$ cat src/design/assert_macros.svh
// Assertion macros used by the RTL. Each macro has an empty twin that is
// used when NO_ASSERTIONS is defined.
`ifndef ASSERT_MACROS_SVH
`define ASSERT_MACROS_SVH

`ifndef NO_ASSERTIONS

// A condition that must hold at every clock edge outside reset.
`define ASSERT_ALWAYS(lbl, expr, msg) \
   lbl: assert property (@(posedge clock) disable iff (reset) (expr)) else $error(msg);

// A condition in one cycle that forces a consequence in the next cycle.
`define ASSERT_NEXT(lbl, ante, cons, msg) \
   lbl: assert property (@(posedge clock) disable iff (reset) (ante) |=> (cons)) \
      else $error(msg);

`else

`define ASSERT_ALWAYS(lbl, expr, msg)
`define ASSERT_NEXT(lbl, ante, cons, msg)

`endif

`endif

$ cat src/design/pvcq_pkg.sv
`default_nettype none

package pvcq_pkg;

   localparam int QUEUE_DEPTH       = 10;
   localparam int MAX_MESSAGE_BYTES = 6;
   localparam int EVT_FIFO_DEPTH    = 2;
   localparam int RSP_FIFO_DEPTH    = 4;
   localparam int POS_WIDTH         = 3;

   localparam logic [15:0] ASCII_ZERO = 16'd48;
   localparam logic [7:0]  DASH_CODE  = 8'd45;

   localparam logic OP_BYTE = 1'b0;
   localparam logic OP_POP  = 1'b1;

   typedef enum logic [1:0] {
      EVT_CMD = 2'd0,
      EVT_BAD = 2'd1,
      EVT_POP = 2'd2
   } evt_kind_type;

   typedef enum logic [2:0] {
      ST_QUEUED    = 3'd0,
      ST_MALFORMED = 3'd1,
      ST_FULL      = 3'd2,
      ST_POPPED    = 3'd3,
      ST_EMPTY     = 3'd4
   } status_type;

   typedef struct packed {
      evt_kind_type       kind;
      logic signed [15:0] pin;
      logic signed [15:0] level;
   } evt_type;

   typedef struct packed {
      status_type         status;
      logic signed [15:0] pin;
      logic signed [15:0] level;
      logic [3:0]         count;
   } rsp_type;

   // Multiply by ten and add a digit, wrapping at 16 bits.
   function automatic logic [15:0] acc_digit(input logic [15:0] acc, input logic [15:0] dig);
      return (acc << 3) + (acc << 1) + dig;
   endfunction

endpackage

`default_nettype wire

$ cat src/design/pvcq_fifo.sv
`default_nettype none

module pvcq_fifo #(
   parameter int Depth = pvcq_pkg::EVT_FIFO_DEPTH,
   parameter int Width = 8
) (
   input  wire logic                       clock,
   input  wire logic                       reset,
   input  wire logic                       push,
   input  wire logic [Width-1:0]           wr_data,
   output logic                            full,
   input  wire logic                       pop,
   output logic [Width-1:0]                rd_data,
   output logic                            empty,
   output logic [$clog2(Depth+1)-1:0]      count
);

   localparam int PtrW = (Depth > 1) ? $clog2(Depth) : 1;
   localparam int CntW = $clog2(Depth + 1);

   logic [Width-1:0] entries_ff [Depth];
   logic [PtrW-1:0]  wr_ptr_ff, wr_ptr_in;
   logic [PtrW-1:0]  rd_ptr_ff, rd_ptr_in;
   logic [CntW-1:0]  count_ff, count_in;
   logic             do_push, do_pop;

   assign full    = (count_ff == CntW'(Depth));
   assign empty   = (count_ff == '0);
   assign count   = count_ff;
   assign rd_data = entries_ff[rd_ptr_ff];
   assign do_push = push && !full;
   assign do_pop  = pop && !empty;

   always_comb begin
      wr_ptr_in = wr_ptr_ff;
      rd_ptr_in = rd_ptr_ff;
      count_in  = count_ff;
      if (do_push) begin
         wr_ptr_in = (wr_ptr_ff == PtrW'(Depth - 1)) ? '0 : wr_ptr_ff + 1'b1;
      end
      if (do_pop) begin
         rd_ptr_in = (rd_ptr_ff == PtrW'(Depth - 1)) ? '0 : rd_ptr_ff + 1'b1;
      end
      case ({do_push, do_pop})
         2'b10:   count_in = count_ff + 1'b1;
         2'b01:   count_in = count_ff - 1'b1;
         default: count_in = count_ff;
      endcase
   end

   always_ff @(posedge clock) begin
      if (reset) begin
         wr_ptr_ff <= '0;
         rd_ptr_ff <= '0;
         count_ff  <= '0;
      end else begin
         wr_ptr_ff <= wr_ptr_in;
         rd_ptr_ff <= rd_ptr_in;
         count_ff  <= count_in;
      end
   end

   always_ff @(posedge clock) begin
      if (do_push) begin
         entries_ff[wr_ptr_ff] <= wr_data;
      end
   end

endmodule

`default_nettype wire

$ cat src/design/pvcq_front.sv
`default_nettype none

module pvcq_front #(
   parameter int MaxMessageBytes = pvcq_pkg::MAX_MESSAGE_BYTES
) (
   input  wire logic           clock,
   input  wire logic           reset,
   input  wire logic           accept,
   input  wire logic           operation,
   input  wire logic [7:0]     char_byte,
   input  wire logic           end_of_message,
   output logic                evt_valid,
   output pvcq_pkg::evt_type   evt
);

   logic [15:0]                        running_ff, running_in;
   logic [15:0]                        pin_ff, pin_in;
   logic [15:0]                        after_ff, after_in;
   logic                               dash_ff, dash_in;
   logic                               long_ff, long_in;
   logic [pvcq_pkg::POS_WIDTH-1:0]     pos_ff, pos_in;
   logic [15:0]                        digit;

   assign digit = {8'd0, char_byte} - pvcq_pkg::ASCII_ZERO;

   always_comb begin
      running_in = running_ff;
      pin_in     = pin_ff;
      after_in   = after_ff;
      dash_in    = dash_ff;
      long_in    = long_ff;
      pos_in     = pos_ff;
      evt_valid  = 1'b0;
      evt        = '{kind: pvcq_pkg::EVT_POP, pin: '0, level: '0};

      if (accept && (operation == pvcq_pkg::OP_BYTE)) begin
         if (pos_ff >= pvcq_pkg::POS_WIDTH'(MaxMessageBytes)) begin
            long_in = 1'b1;
         end else begin
            if (char_byte == pvcq_pkg::DASH_CODE) begin
               if (pos_ff != '0) begin
                  dash_in = 1'b1;
               end
               pin_in   = running_ff;
               after_in = '0;
            end else begin
               after_in = pvcq_pkg::acc_digit(after_ff, digit);
            end
            running_in = pvcq_pkg::acc_digit(running_ff, digit);
            pos_in     = pos_ff + 1'b1;
         end

         if (end_of_message) begin
            evt_valid = 1'b1;
            if (long_in || !dash_in) begin
               evt.kind = pvcq_pkg::EVT_BAD;
            end else begin
               evt.kind  = pvcq_pkg::EVT_CMD;
               evt.pin   = pin_in;
               evt.level = after_in;
            end
            running_in = '0;
            pin_in     = '0;
            after_in   = '0;
            dash_in    = 1'b0;
            long_in    = 1'b0;
            pos_in     = '0;
         end
      end else if (accept) begin
         evt_valid = 1'b1;
         evt.kind  = pvcq_pkg::EVT_POP;
      end
   end

   always_ff @(posedge clock) begin
      if (reset) begin
         running_ff <= '0;
         pin_ff     <= '0;
         after_ff   <= '0;
         dash_ff    <= 1'b0;
         long_ff    <= 1'b0;
         pos_ff     <= '0;
      end else begin
         running_ff <= running_in;
         pin_ff     <= pin_in;
         after_ff   <= after_in;
         dash_ff    <= dash_in;
         long_ff    <= long_in;
         pos_ff     <= pos_in;
      end
   end

endmodule

`default_nettype wire

$ cat src/design/pvcq_back.sv
`default_nettype none

`include "assert_macros.svh"

module pvcq_back #(
   parameter int QueueDepth = pvcq_pkg::QUEUE_DEPTH,
   parameter int RspDepth   = pvcq_pkg::RSP_FIFO_DEPTH
) (
   input  wire logic                          clock,
   input  wire logic                          reset,
   input  wire logic                          evt_empty,
   input  wire pvcq_pkg::evt_type             evt,
   output logic                               evt_pop,
   input  wire logic [$clog2(RspDepth+1)-1:0] rsp_count,
   output logic                               rsp_push,
   output pvcq_pkg::rsp_type                  rsp
);

   localparam int IdxW  = (QueueDepth > 1) ? $clog2(QueueDepth) : 1;
   localparam int FillW = $clog2(QueueDepth + 1);
   localparam int CntW  = $clog2(RspDepth + 1);

   logic [31:0]          store_ff [QueueDepth];
   logic [31:0]          rd_ff;
   logic [IdxW-1:0]      head_ff, head_in;
   logic [IdxW-1:0]      tail_ff, tail_in;
   logic [FillW-1:0]     fill_ff, fill_in;
   logic                 take, do_write, do_read;

   logic                 s2_valid_ff;
   logic                 s2_use_mem_ff, s2_use_mem_in;
   pvcq_pkg::rsp_type    s2_ff, s2_in;

   // A response slot is reserved for the item in the second stage.
   assign take    = !evt_empty &&
                    ((CntW + 1)'(rsp_count) + (CntW + 1)'(s2_valid_ff) < (CntW + 1)'(RspDepth));
   assign evt_pop = take;

   always_comb begin
      head_in       = head_ff;
      tail_in       = tail_ff;
      fill_in       = fill_ff;
      do_write      = 1'b0;
      do_read       = 1'b0;
      s2_use_mem_in = 1'b0;
      s2_in         = '{status: pvcq_pkg::ST_EMPTY, pin: '0, level: '0, count: '0};

      if (take) begin
         case (evt.kind)
            pvcq_pkg::EVT_POP: begin
               if (fill_ff == '0) begin
                  s2_in.status = pvcq_pkg::ST_EMPTY;
               end else begin
                  s2_in.status  = pvcq_pkg::ST_POPPED;
                  s2_use_mem_in = 1'b1;
                  do_read       = 1'b1;
                  head_in = (head_ff == IdxW'(QueueDepth - 1)) ? '0 : head_ff + 1'b1;
                  fill_in = fill_ff - 1'b1;
               end
            end
            pvcq_pkg::EVT_CMD: begin
               s2_in.pin   = evt.pin;
               s2_in.level = evt.level;
               if (fill_ff == FillW'(QueueDepth)) begin
                  s2_in.status = pvcq_pkg::ST_FULL;
               end else begin
                  s2_in.status = pvcq_pkg::ST_QUEUED;
                  do_write     = 1'b1;
                  tail_in = (tail_ff == IdxW'(QueueDepth - 1)) ? '0 : tail_ff + 1'b1;
                  fill_in = fill_ff + 1'b1;
               end
            end
            default: begin
               s2_in.status = pvcq_pkg::ST_MALFORMED;
            end
         endcase
         s2_in.count = 4'(fill_in);
      end
   end

   always_ff @(posedge clock) begin
      if (reset) begin
         head_ff     <= '0;
         tail_ff     <= '0;
         fill_ff     <= '0;
         s2_valid_ff <= 1'b0;
      end else begin
         head_ff     <= head_in;
         tail_ff     <= tail_in;
         fill_ff     <= fill_in;
         s2_valid_ff <= take;
      end
   end

   always_ff @(posedge clock) begin
      s2_ff         <= s2_in;
      s2_use_mem_ff <= s2_use_mem_in;
   end

   always_ff @(posedge clock) begin
      if (do_write) begin
         store_ff[tail_ff] <= {evt.pin, evt.level};
      end
      if (do_read) begin
         rd_ff <= store_ff[head_ff];
      end
   end

   always_comb begin
      rsp = s2_ff;
      if (s2_use_mem_ff) begin
         rsp.pin   = rd_ff[31:16];
         rsp.level = rd_ff[15:0];
      end
   end

   assign rsp_push = s2_valid_ff;

   `ASSERT_ALWAYS(a_rsp_room, !s2_valid_ff || (rsp_count < CntW'(RspDepth)), "response queue overrun")
   `ASSERT_ALWAYS(a_fill_bound, fill_ff <= FillW'(QueueDepth), "command queue fill out of range")
   `ASSERT_ALWAYS(a_head_bound, head_ff < IdxW'(QueueDepth) || QueueDepth == 1, "head out of range")
   `ASSERT_NEXT(a_pop_drains, take && evt.kind == pvcq_pkg::EVT_POP && fill_ff != '0, fill_ff == $past(fill_ff) - 1'b1, "pop did not drain the queue")

endmodule

`default_nettype wire

$ cat src/design/pin_value_command_parser_queue_top.sv
// A result passes through the event queue, the execute stage register and the result
// queue before it is visible on the response ports. Throughput: one transaction per
// cycle while full is low, with at most one command-store access per cycle.
// Reset is synchronous and active high: it clears the parser, the queue pointers and both
// internal queues; the command store itself is not cleared and is only read once written.
`default_nettype none

module pin_value_command_parser_queue_top #(
   parameter int QueueDepth      = pvcq_pkg::QUEUE_DEPTH,
   parameter int MaxMessageBytes = pvcq_pkg::MAX_MESSAGE_BYTES
) (
   input  wire logic               clock,
   input  wire logic               reset,
   // Request side: a transaction is taken when push is high and full is low.
   input  wire logic               push,
   output logic                    full,
   input  wire logic               req_operation,
   input  wire logic [7:0]         req_char_byte,
   input  wire logic               req_end_of_message,
   // Response side: the oldest result is shown while empty is low.
   output logic                    empty,
   input  wire logic               pop,
   output logic [2:0]              rsp_status,
   output logic signed [15:0]      rsp_pin_number,
   output logic signed [15:0]      rsp_output_level,
   output logic [3:0]              rsp_queue_count
);

   localparam int EvtW = $bits(pvcq_pkg::evt_type);
   localparam int RspW = $bits(pvcq_pkg::rsp_type);

   logic                                          accept;
   logic                                          evt_valid;
   pvcq_pkg::evt_type                             evt_front;
   logic [EvtW-1:0]                               evt_raw;
   logic                                          evt_empty;
   logic                                          evt_pop;
   logic [$clog2(pvcq_pkg::EVT_FIFO_DEPTH+1)-1:0] evt_count;
   logic                                          rsp_push;
   pvcq_pkg::rsp_type                             rsp_back;
   pvcq_pkg::rsp_type                             rsp_head;
   logic [RspW-1:0]                               rsp_raw;
   logic                                          rsp_full;
   logic [$clog2(pvcq_pkg::RSP_FIFO_DEPTH+1)-1:0] rsp_count;

   // Every request transaction is taken as soon as the event queue has a free slot,
   // whether or not it will end up producing a result.
   assign accept = push && !full;

   // The front end runs the parser on each byte and emits one event per finished
   // message or per pop request.
   pvcq_front #(
      .MaxMessageBytes(MaxMessageBytes)
   ) u_front (
      .clock         (clock),
      .reset         (reset),
      .accept        (accept),
      .operation     (req_operation),
      .char_byte     (req_char_byte),
      .end_of_message(req_end_of_message),
      .evt_valid     (evt_valid),
      .evt           (evt_front)
   );

   // Short event queue that decouples the parser from the command execute stage.
   pvcq_fifo #(
      .Depth(pvcq_pkg::EVT_FIFO_DEPTH),
      .Width(EvtW)
   ) u_evt_fifo (
      .clock  (clock),
      .reset  (reset),
      .push   (evt_valid),
      .wr_data(evt_front),
      .full   (full),
      .pop    (evt_pop),
      .rd_data(evt_raw),
      .empty  (evt_empty),
      .count  (evt_count)
   );

   // The back end owns the command store and turns each event into one result.
   pvcq_back #(
      .QueueDepth(QueueDepth),
      .RspDepth  (pvcq_pkg::RSP_FIFO_DEPTH)
   ) u_back (
      .clock    (clock),
      .reset    (reset),
      .evt_empty(evt_empty),
      .evt      (pvcq_pkg::evt_type'(evt_raw)),
      .evt_pop  (evt_pop),
      .rsp_count(rsp_count),
      .rsp_push (rsp_push),
      .rsp      (rsp_back)
   );

   // Result queue; the back end reserves room before it starts an event, so a
   // finished result never waits on the consumer.
   pvcq_fifo #(
      .Depth(pvcq_pkg::RSP_FIFO_DEPTH),
      .Width(RspW)
   ) u_rsp_fifo (
      .clock  (clock),
      .reset  (reset),
      .push   (rsp_push),
      .wr_data(rsp_back),
      .full   (rsp_full),
      .pop    (pop),
      .rd_data(rsp_raw),
      .empty  (empty),
      .count  (rsp_count)
   );

   assign rsp_head         = pvcq_pkg::rsp_type'(rsp_raw);
   assign rsp_status       = rsp_head.status;
   assign rsp_pin_number   = rsp_head.pin;
   assign rsp_output_level = rsp_head.level;
   assign rsp_queue_count  = rsp_head.count;

   // The occupancy of the event queue and the full flag of the result queue are
   // not needed for control; they are folded here so nothing is left dangling.
   logic unused_ok;
   assign unused_ok = ^{evt_count, rsp_full};

endmodule

`default_nettype wire

$ cat config.mk
export PLATFORM = sky130hd
export DESIGN_NAME = pin_value_command_parser_queue_top
export DESIGN_NICKNAME = d
export VERILOG_FILES = /design/src/design/pvcq_pkg.sv /design/src/design/pvcq_fifo.sv /design/src/design/pvcq_front.sv /design/src/design/pvcq_back.sv /design/src/design/pin_value_command_parser_queue_top.sv
export VERILOG_INCLUDE_DIRS = /design/src /design/src/design
export SDC_FILE = /design/constraint.sdc
export NUM_CORES = 1
export LEC_CHECK = 0
export ABC_AREA = 0
export ABC_CLOCK_PERIOD_IN_PS = 5500
export BUFFER_PORTS_ARGS = -buffer_cell sky130_fd_sc_hd__clkbuf_2
export CORE_MARGIN = 10
export CORE_UTILIZATION = 40
export CTS_BUF_LIST = sky130_fd_sc_hd__clkbuf_8
export CTS_CLUSTER_SIZE = 40
export DETAILED_ROUTE_END_ITERATION = 8
export GPL_TIMING_DRIVEN = 0
export PLACE_DENSITY = 0.58
export SYNTH_ARGS = -nofsm -noshare
export SYNTH_HDL_FRONTEND = slang
export SYNTH_SLANG_ARGS = --single-unit
$ cat constraint.sdc
create_clock -name clock -period 5.5 [get_ports clock]
set_input_delay 1.1 -clock clock [delete_from_list [all_inputs] [get_ports clock]]
set_output_delay 1.1 -clock clock [all_outputs]
set_load 0.05 [all_outputs]
==> out/results.ini, run 1 <==
[synth]
synth_cell_types=70
netlist_area_um2=28300
yosysWarnings=0
seq_area_frac_synth_pct=69.6
synth-seq-cells=695
synth_edf_count=576
synth_top_area_cell=edfxtp_1
syn_inst=1714
synthTopCellsByArea=edfxtp_1 (61%), dfxtp_1 (8.4%), mux4_2 (8.2%)
synth.avg_cell_area_um2=16.5
synth.top_cell.area_share_pct=61.2
ys.flop_type=edfxtp_1
synthArstFlopShare_pct=0
syn_nets=1799

[cts]
holdBufCountCts=0
cts_htree_levels=3
clockRootBuffer=clkbuf_8
cts_tree=built
clock_latency_ns=0.69
numCtsBuffers=104
cts_resized=0
clkTransAtPathRegs_ns=0.06
postCtsSetupRepairBufs=0
cts.sinks=695
cts_buffer_depth=3

[flow_run]
max_cap_viol_count=0

[sta]
slew_headroom_pct=26.1
period_needed_ns=4.00
fin_ws_ns=1.50
whs_ns=0.475
finalCritPeriodShare_pct=72.7
rsz0062_at_grt=no
drv_slew=0
fmax_mhz=250
worst_slew_pin_slew_ns=1.11
setup_tns_ns=0
finalHoldViolations=0
finClkSkew_ns=0.0281
setup_violations=0

[setup_path]
crit_top_cell=clkbuf_1
crit_required_ns=4.40
critical_path_class=flop to output pin
cp-start-kind=flop
crit_chain=clkbuf_1 > clkbuf_1 > mux4_2 > clkbuf_2
slowest_stage=clkbuf_1
cp_slowest_stage_delay_ns=0.59
critPathCaptureType=output pin
crit_fanout=10
critical_path_arrival_ns=2.90

[placement]
io_buffers=53
place_congestion=0.780
hpwl_um=40100
placed_area_um2=30300
place_ws_ns=1.24

[route]
firstDrtPassIters=6
via_per_inst=5.07
wirelength_um=57900
drtAntennaViolNets=0
drc_errors=0
wire_per_inst_um=19.7
vias=14900
dr.first_iter.drc_count=877

[layout]
fin_nets=1986
nFillCells=6019
syn_to_final_growth_pct=15.0
register_area_um2=19700
drive_above_1_share_pct=23.4
finalInstanceArea_um2=32500
multi_input_area_um2=8150

[min_path]
min_path_type=flop to flop

[floorplan]
die_w_um=286
initial_core_util_pct=40.4
dieArea_um2=81700
die_h_um=286
fp-row-count=97
ios=55
coreArea_um2=70000

[global_route]
grt-ovfl-total=0
grt_first_pass_wirelength_um=90800
antenna_found_initial=2
grt_pass1_vias=15600
grt_max_degree=33
grt_usage_pct=14.1

[pwr]
peakVddDrop_mv=0.201
p_leak_nw=10.9
p_per_area_nw_per_um2=408
finalPower_w=0.0133

[run_status]
status=completed

-- flip-flops by register name, summed over array words and instances, names as in the netlist, 4 cells and up, named ones only --
signal,cells
u_back.store_ff,320
u_rsp_fifo.entries_ff,156
u_back.tail_ff,4
u_front.after_ff,15
u_back.head_ff,4
u_front.running_ff,16
u_back.rd_ff,32
u_back.fill_ff,4
u_evt_fifo.entries_ff,68
u_back.rsp,7
u_front.pin_ff,16
u_back.s2_ff,32
-- power breakdown --
part | internal (W) | switching, W
Combinational | 0.000863 | 0.00166
Clock | 0.00243 | 0.00196
Sequential | 0.00624 | 0.000116
Total | 0.00953 | 0.00374
-- per-stage QoR --
stage,instances,util (%)
after floorplan,1714,-
after global placement,2707,42.4
after detailed placement,2735,43.3
after CTS,2933,46.5
after global routing,2934,46.5
final,2934,46.5
-- worst max-delay path, delay by kind of cell, from the launching register on --
kind                   cells  cell delay, ns
buffers and inverters      3            1.41
muxes                      1            0.44
DFF                        1            0.35
-- cell usage in the layout, fill, tap and decap left out, types with 53 or more instances in the layout --
master    Yosys  final
mux2_2       65     65
dfxtp_1     119    119
nand2_1      62     62
clkbuf_2      0     53
mux4_2      103    103
a21oi_1      87     87
nor2_1      114    106
edfxtp_1    576    576
clkbuf_8      0    127
inv_1        56     86
-- cells in the mapped netlist, types with 12 or more instances --
cell	instances
mux4_2	103
mux2_2	65
nand2_1	62
a21oi_1	87
ha_1	44
buf_2	22
nor3_1	16
dfxtp_1	119
and2_1	40
a22oi_1	35
nor2b_1	37
xnor2_1	28
a211oi_1	38
nor2_1	114
edfxtp_1	576
clkbuf_1	46
o21ai_0	31
inv_1	56
fa_1	27
nand3_1	12
xor2_1	12
mux2i_1	39
-- final cells by class --
class | count | share of cell area [%]
sequential | 695 | 60.5
clock buffer | 127 | 5.37
clock inverter | 71 | 1.53
multi-input combinational | 881 | 25.0
antenna | 1 | 0.00769
buffer | 79 | 1.02
tap | 940 | 3.61
inverter | 59 | 0.684
timing repair buffer | 81 | 2.26
-- per-layer routing --
layer	vias up	share of wire, %	track usage (%)
met2	304	49	23.6
met1	7550	45	18.5
met3	61	4.5	2.51
li1	6973	-	-
met4	0	1.5	4.47
met5	-	0	0
-- worst paths after layout --
check	endpoint	cells after the start	from	slack [ns]
setup / recovery	rsp_pin_number[14]	4	flop	1.50
hold / removal	u_front.after_ff[14]	2	u_front.after_ff[14]	0.48
setup reg to reg	u_back.store_ff[8][9]	10	flop	1.61
hold reg to reg	u_front.after_ff[14]	2	u_front.after_ff[14]	0.48
-- logic make-up after synthesis --
group / share of synthesized area [%]
buf+inv: 1.96
fa+ha+maj: 3.86
compound gates: 5.31
xor+xnor: 1.24
simple gates: 5.76
flops: 69.6
mux: 12.3
No activity file was read; power rests on OpenSTA's default activity.
==> inputs of run 2 (changes only) <==
- ABC_CLOCK_PERIOD_IN_PS: 5500 -> 3700
- clock period: 5.5 -> 3.7 ns (I/O delays scaled with it)
==> out/results.ini, run 2 (synthesis results as in run 1) <==
[global_route]
grt_pass1_vias=15500  ; -0.52%
antenna_found_initial=2  ; unchanged
grt_usage_pct=14.1  ; -0.016 points
grt_first_pass_wirelength_um=90300  ; -0.55%
grt-ovfl-total=0  ; unchanged
grt_max_degree=33  ; unchanged

[cts]
cts_buffer_depth=3  ; unchanged
cts.sinks=695  ; unchanged
cts_htree_levels=3  ; unchanged
clock_latency_ns=0.70  ; about the same
clkTransAtPathRegs_ns=0.06  ; about the same
numCtsBuffers=106  ; +1.9%
clockRootBuffer=clkbuf_8
cts_tree=built

[layout]
nFillCells=6093  ; +1.2%
final_common_cell=edfxtp_1
multi_input_area_um2=8180  ; +0.34%
final_cells=2930  ; -0.14%
syn_to_final_growth_pct=14.4
layout_common_cells=edfxtp_1 (576), dfxtp_1 (119), clkbuf_8 (119)
register_area_um2=19700  ; unchanged
regMostFlops=u_back.store_ff
largest_reg_flops=320  ; unchanged
finalInstanceArea_um2=32400  ; -0.53%
drive_above_1_share_pct=22.3  ; -1.2 points
largest_registers=u_back.store_ff (320), u_rsp_fifo.entries_ff (156), u_evt_fifo.entries_ff (68)
fin_nets=1983  ; -0.15%

[sta]
finClkSkew_ns=0.0297  ; +0.00162 ns
worst_slew_pin_slew_ns=1.15  ; +0.0396 ns
drv_slew=0  ; unchanged
slew_headroom_pct=23.5  ; -2.6 points
whs_ns=0.384  ; -0.0915 ns
rsz0062_at_grt=no
finalCritPeriodShare_pct=93.9
setup_violations=0  ; unchanged
period_needed_ns=3.47
finalHoldViolations=0  ; unchanged
fmax_mhz=288

[route]
drc_errors=0  ; unchanged
drtAntennaViolNets=0  ; unchanged
firstDrtPassIters=5  ; -1
via_per_inst=5.07  ; about the same
wire_per_inst_um=19.6  ; -0.44%
wirelength_um=57600  ; -0.58%
dr.first_iter.drc_count=887  ; +1.1%
vias=14900  ; -0.13%

[pwr]
pwr-share-seq_pct=49.3  ; +1.4 points
power.share.combinational_pct=19.6  ; +0.6 points
power_frac_clock_pct=31.1  ; -2.0 points
switching_share_pct=28.8  ; +0.65 points
p_leak_nw=10.8  ; -0.46%
p_per_area_nw_per_um2=592  ; +45%
switchingPower_w=0.00553  ; +48%
peakVddDrop_mv=0.272  ; +36%
p_int_w=0.0136  ; +43%
finalPower_w=0.0192  ; +44%

[flow_run]
max_cap_viol_count=0  ; unchanged

[setup_path]
crit_chain=buf_2 > buf_2 > mux4_2 > clkbuf_2
slowest_stage=mux4_2
critPathCaptureType=output pin
crit_required_ns=2.96  ; -1.44 ns
crit_top_cell=buf_2
rr_worst_depth=8  ; -2
critical_path_arrival_ns=2.73  ; -0.17 ns
cp_slowest_stage_delay_ns=0.57  ; -0.02 ns
cp-start-kind=flop
critical_path_class=flop to output pin
crit_fanout=10  ; unchanged

[floorplan]
die_h_um=286  ; unchanged
die_w_um=286  ; unchanged
fp-row-count=97  ; unchanged
ios=55  ; unchanged
initial_core_util_pct=40.4  ; unchanged
coreArea_um2=70000  ; unchanged
dieArea_um2=81700  ; unchanged

[run_status]
status=completed

[placement]
io_buffers=53  ; unchanged
hpwl_um=40500  ; +1.0%
place_congestion=0.786  ; +0.81%
placed_area_um2=30300  ; about the same
dpl.cell_count=2728  ; -0.26%

[min_path]
holdPathStages=3  ; +1
min_path_type=input pin to flop

## run 2: changes by cell type in the layout (fill, tap and decap cells not counted), moves of 3 or more
cell and delta:
inv_1 +18, clkbuf_8 -8, clkinv_2 -6, buf_16 +5, bufinv_16 -5, buf_6 -4, inv_6 -4, buf_4 -3
clkinv_1 +3, nor3_2 -3, nor3_4 +3
## run 2: path summary, 6_finish.rpt
check | start | to | slack [ns]
worst max-delay path | flop | rsp_pin_number[11] | 0.23
worst min-delay path | req_char_byte[0] | u_front.running_ff[0] | 0.38
worst max register to register | flop | u_back.store_ff[8][7] | 0.32
worst min register to register | u_back.rsp[38] | u_rsp_fifo.entries_ff[0][38] | 0.48
## run 2: cell type report
type,count,share of cell area [%]
Tap cell,940,3.63
Clock inverter,80,1.21
Clock buffer,119,5.06
Buffer,79,1.03
Antenna cell,1,0.00773
Timing Repair Buffer,76,2.32
Sequential cell,695,60.8
Inverter,59,0.688
Multi-Input combinational cell,881,25.3
## run 2: worst max-delay path: cells and delay by family (launching register included)
| family | cells | cell delay, ns |
|---|---|---|
| buffers and inverters | 3 | 1.11 |
| flip-flops | 1 | 0.37 |
| multiplexers | 1 | 0.57 |
## run 2: power by group through the flow
| stage | Clock, W | Sequential (W) | Combinational, W |
|---|---|---|---|
| 4_1_cts | 0.00613 | 0.00945 | 0.00384 |
| 3_3_place_gp | 0 | 0.00962 | 0.00365 |
| 2_1_floorplan | 0 | 0.00957 | 0.00272 |
| 3_5_place_dp | 0 | 0.00962 | 0.00381 |
| 5_1_grt | 0.00649 | 0.00949 | 0.00412 |
| 6_report | 0.00595 | 0.00945 | 0.00377 |
## run 2: per-stage QoR
| stage | utilization, % | worst slack, ns | TNS [ns] |
|---|---|---|---|
| 2_1_floorplan | - | 0.0215 | 0 |
| 3_3_place_gp | 42.5 | -1.79 | -398.07 |
| 3_5_place_dp | 43.3 | -0.933 | -15.59 |
| 4_1_cts | 46.2 | 0.0467 | 0 |
| 5_1_grt | 46.2 | 0.0124 | 0 |
| 6_report | 46.2 | 0.226 | 0 |
## run 2: timing repair
item                       4_1_cts  5_1_grt
pin swaps                        1        1
buffers inserted                 2        0
setup endpoints to repair       17        9
hold buffers                     0        0
resized for setup                1        0
## run 2: per-layer routing
metal,global-route usage [%],routed length [µm],share of wire [%],vias up
met5,0,0,0,-
met4,4.61,1070,1.9,0
met3,2.43,2880,5.0,85
met2,23.5,28000,49,377
met1,18.6,25600,44,7437
li1,-,-,-,6969
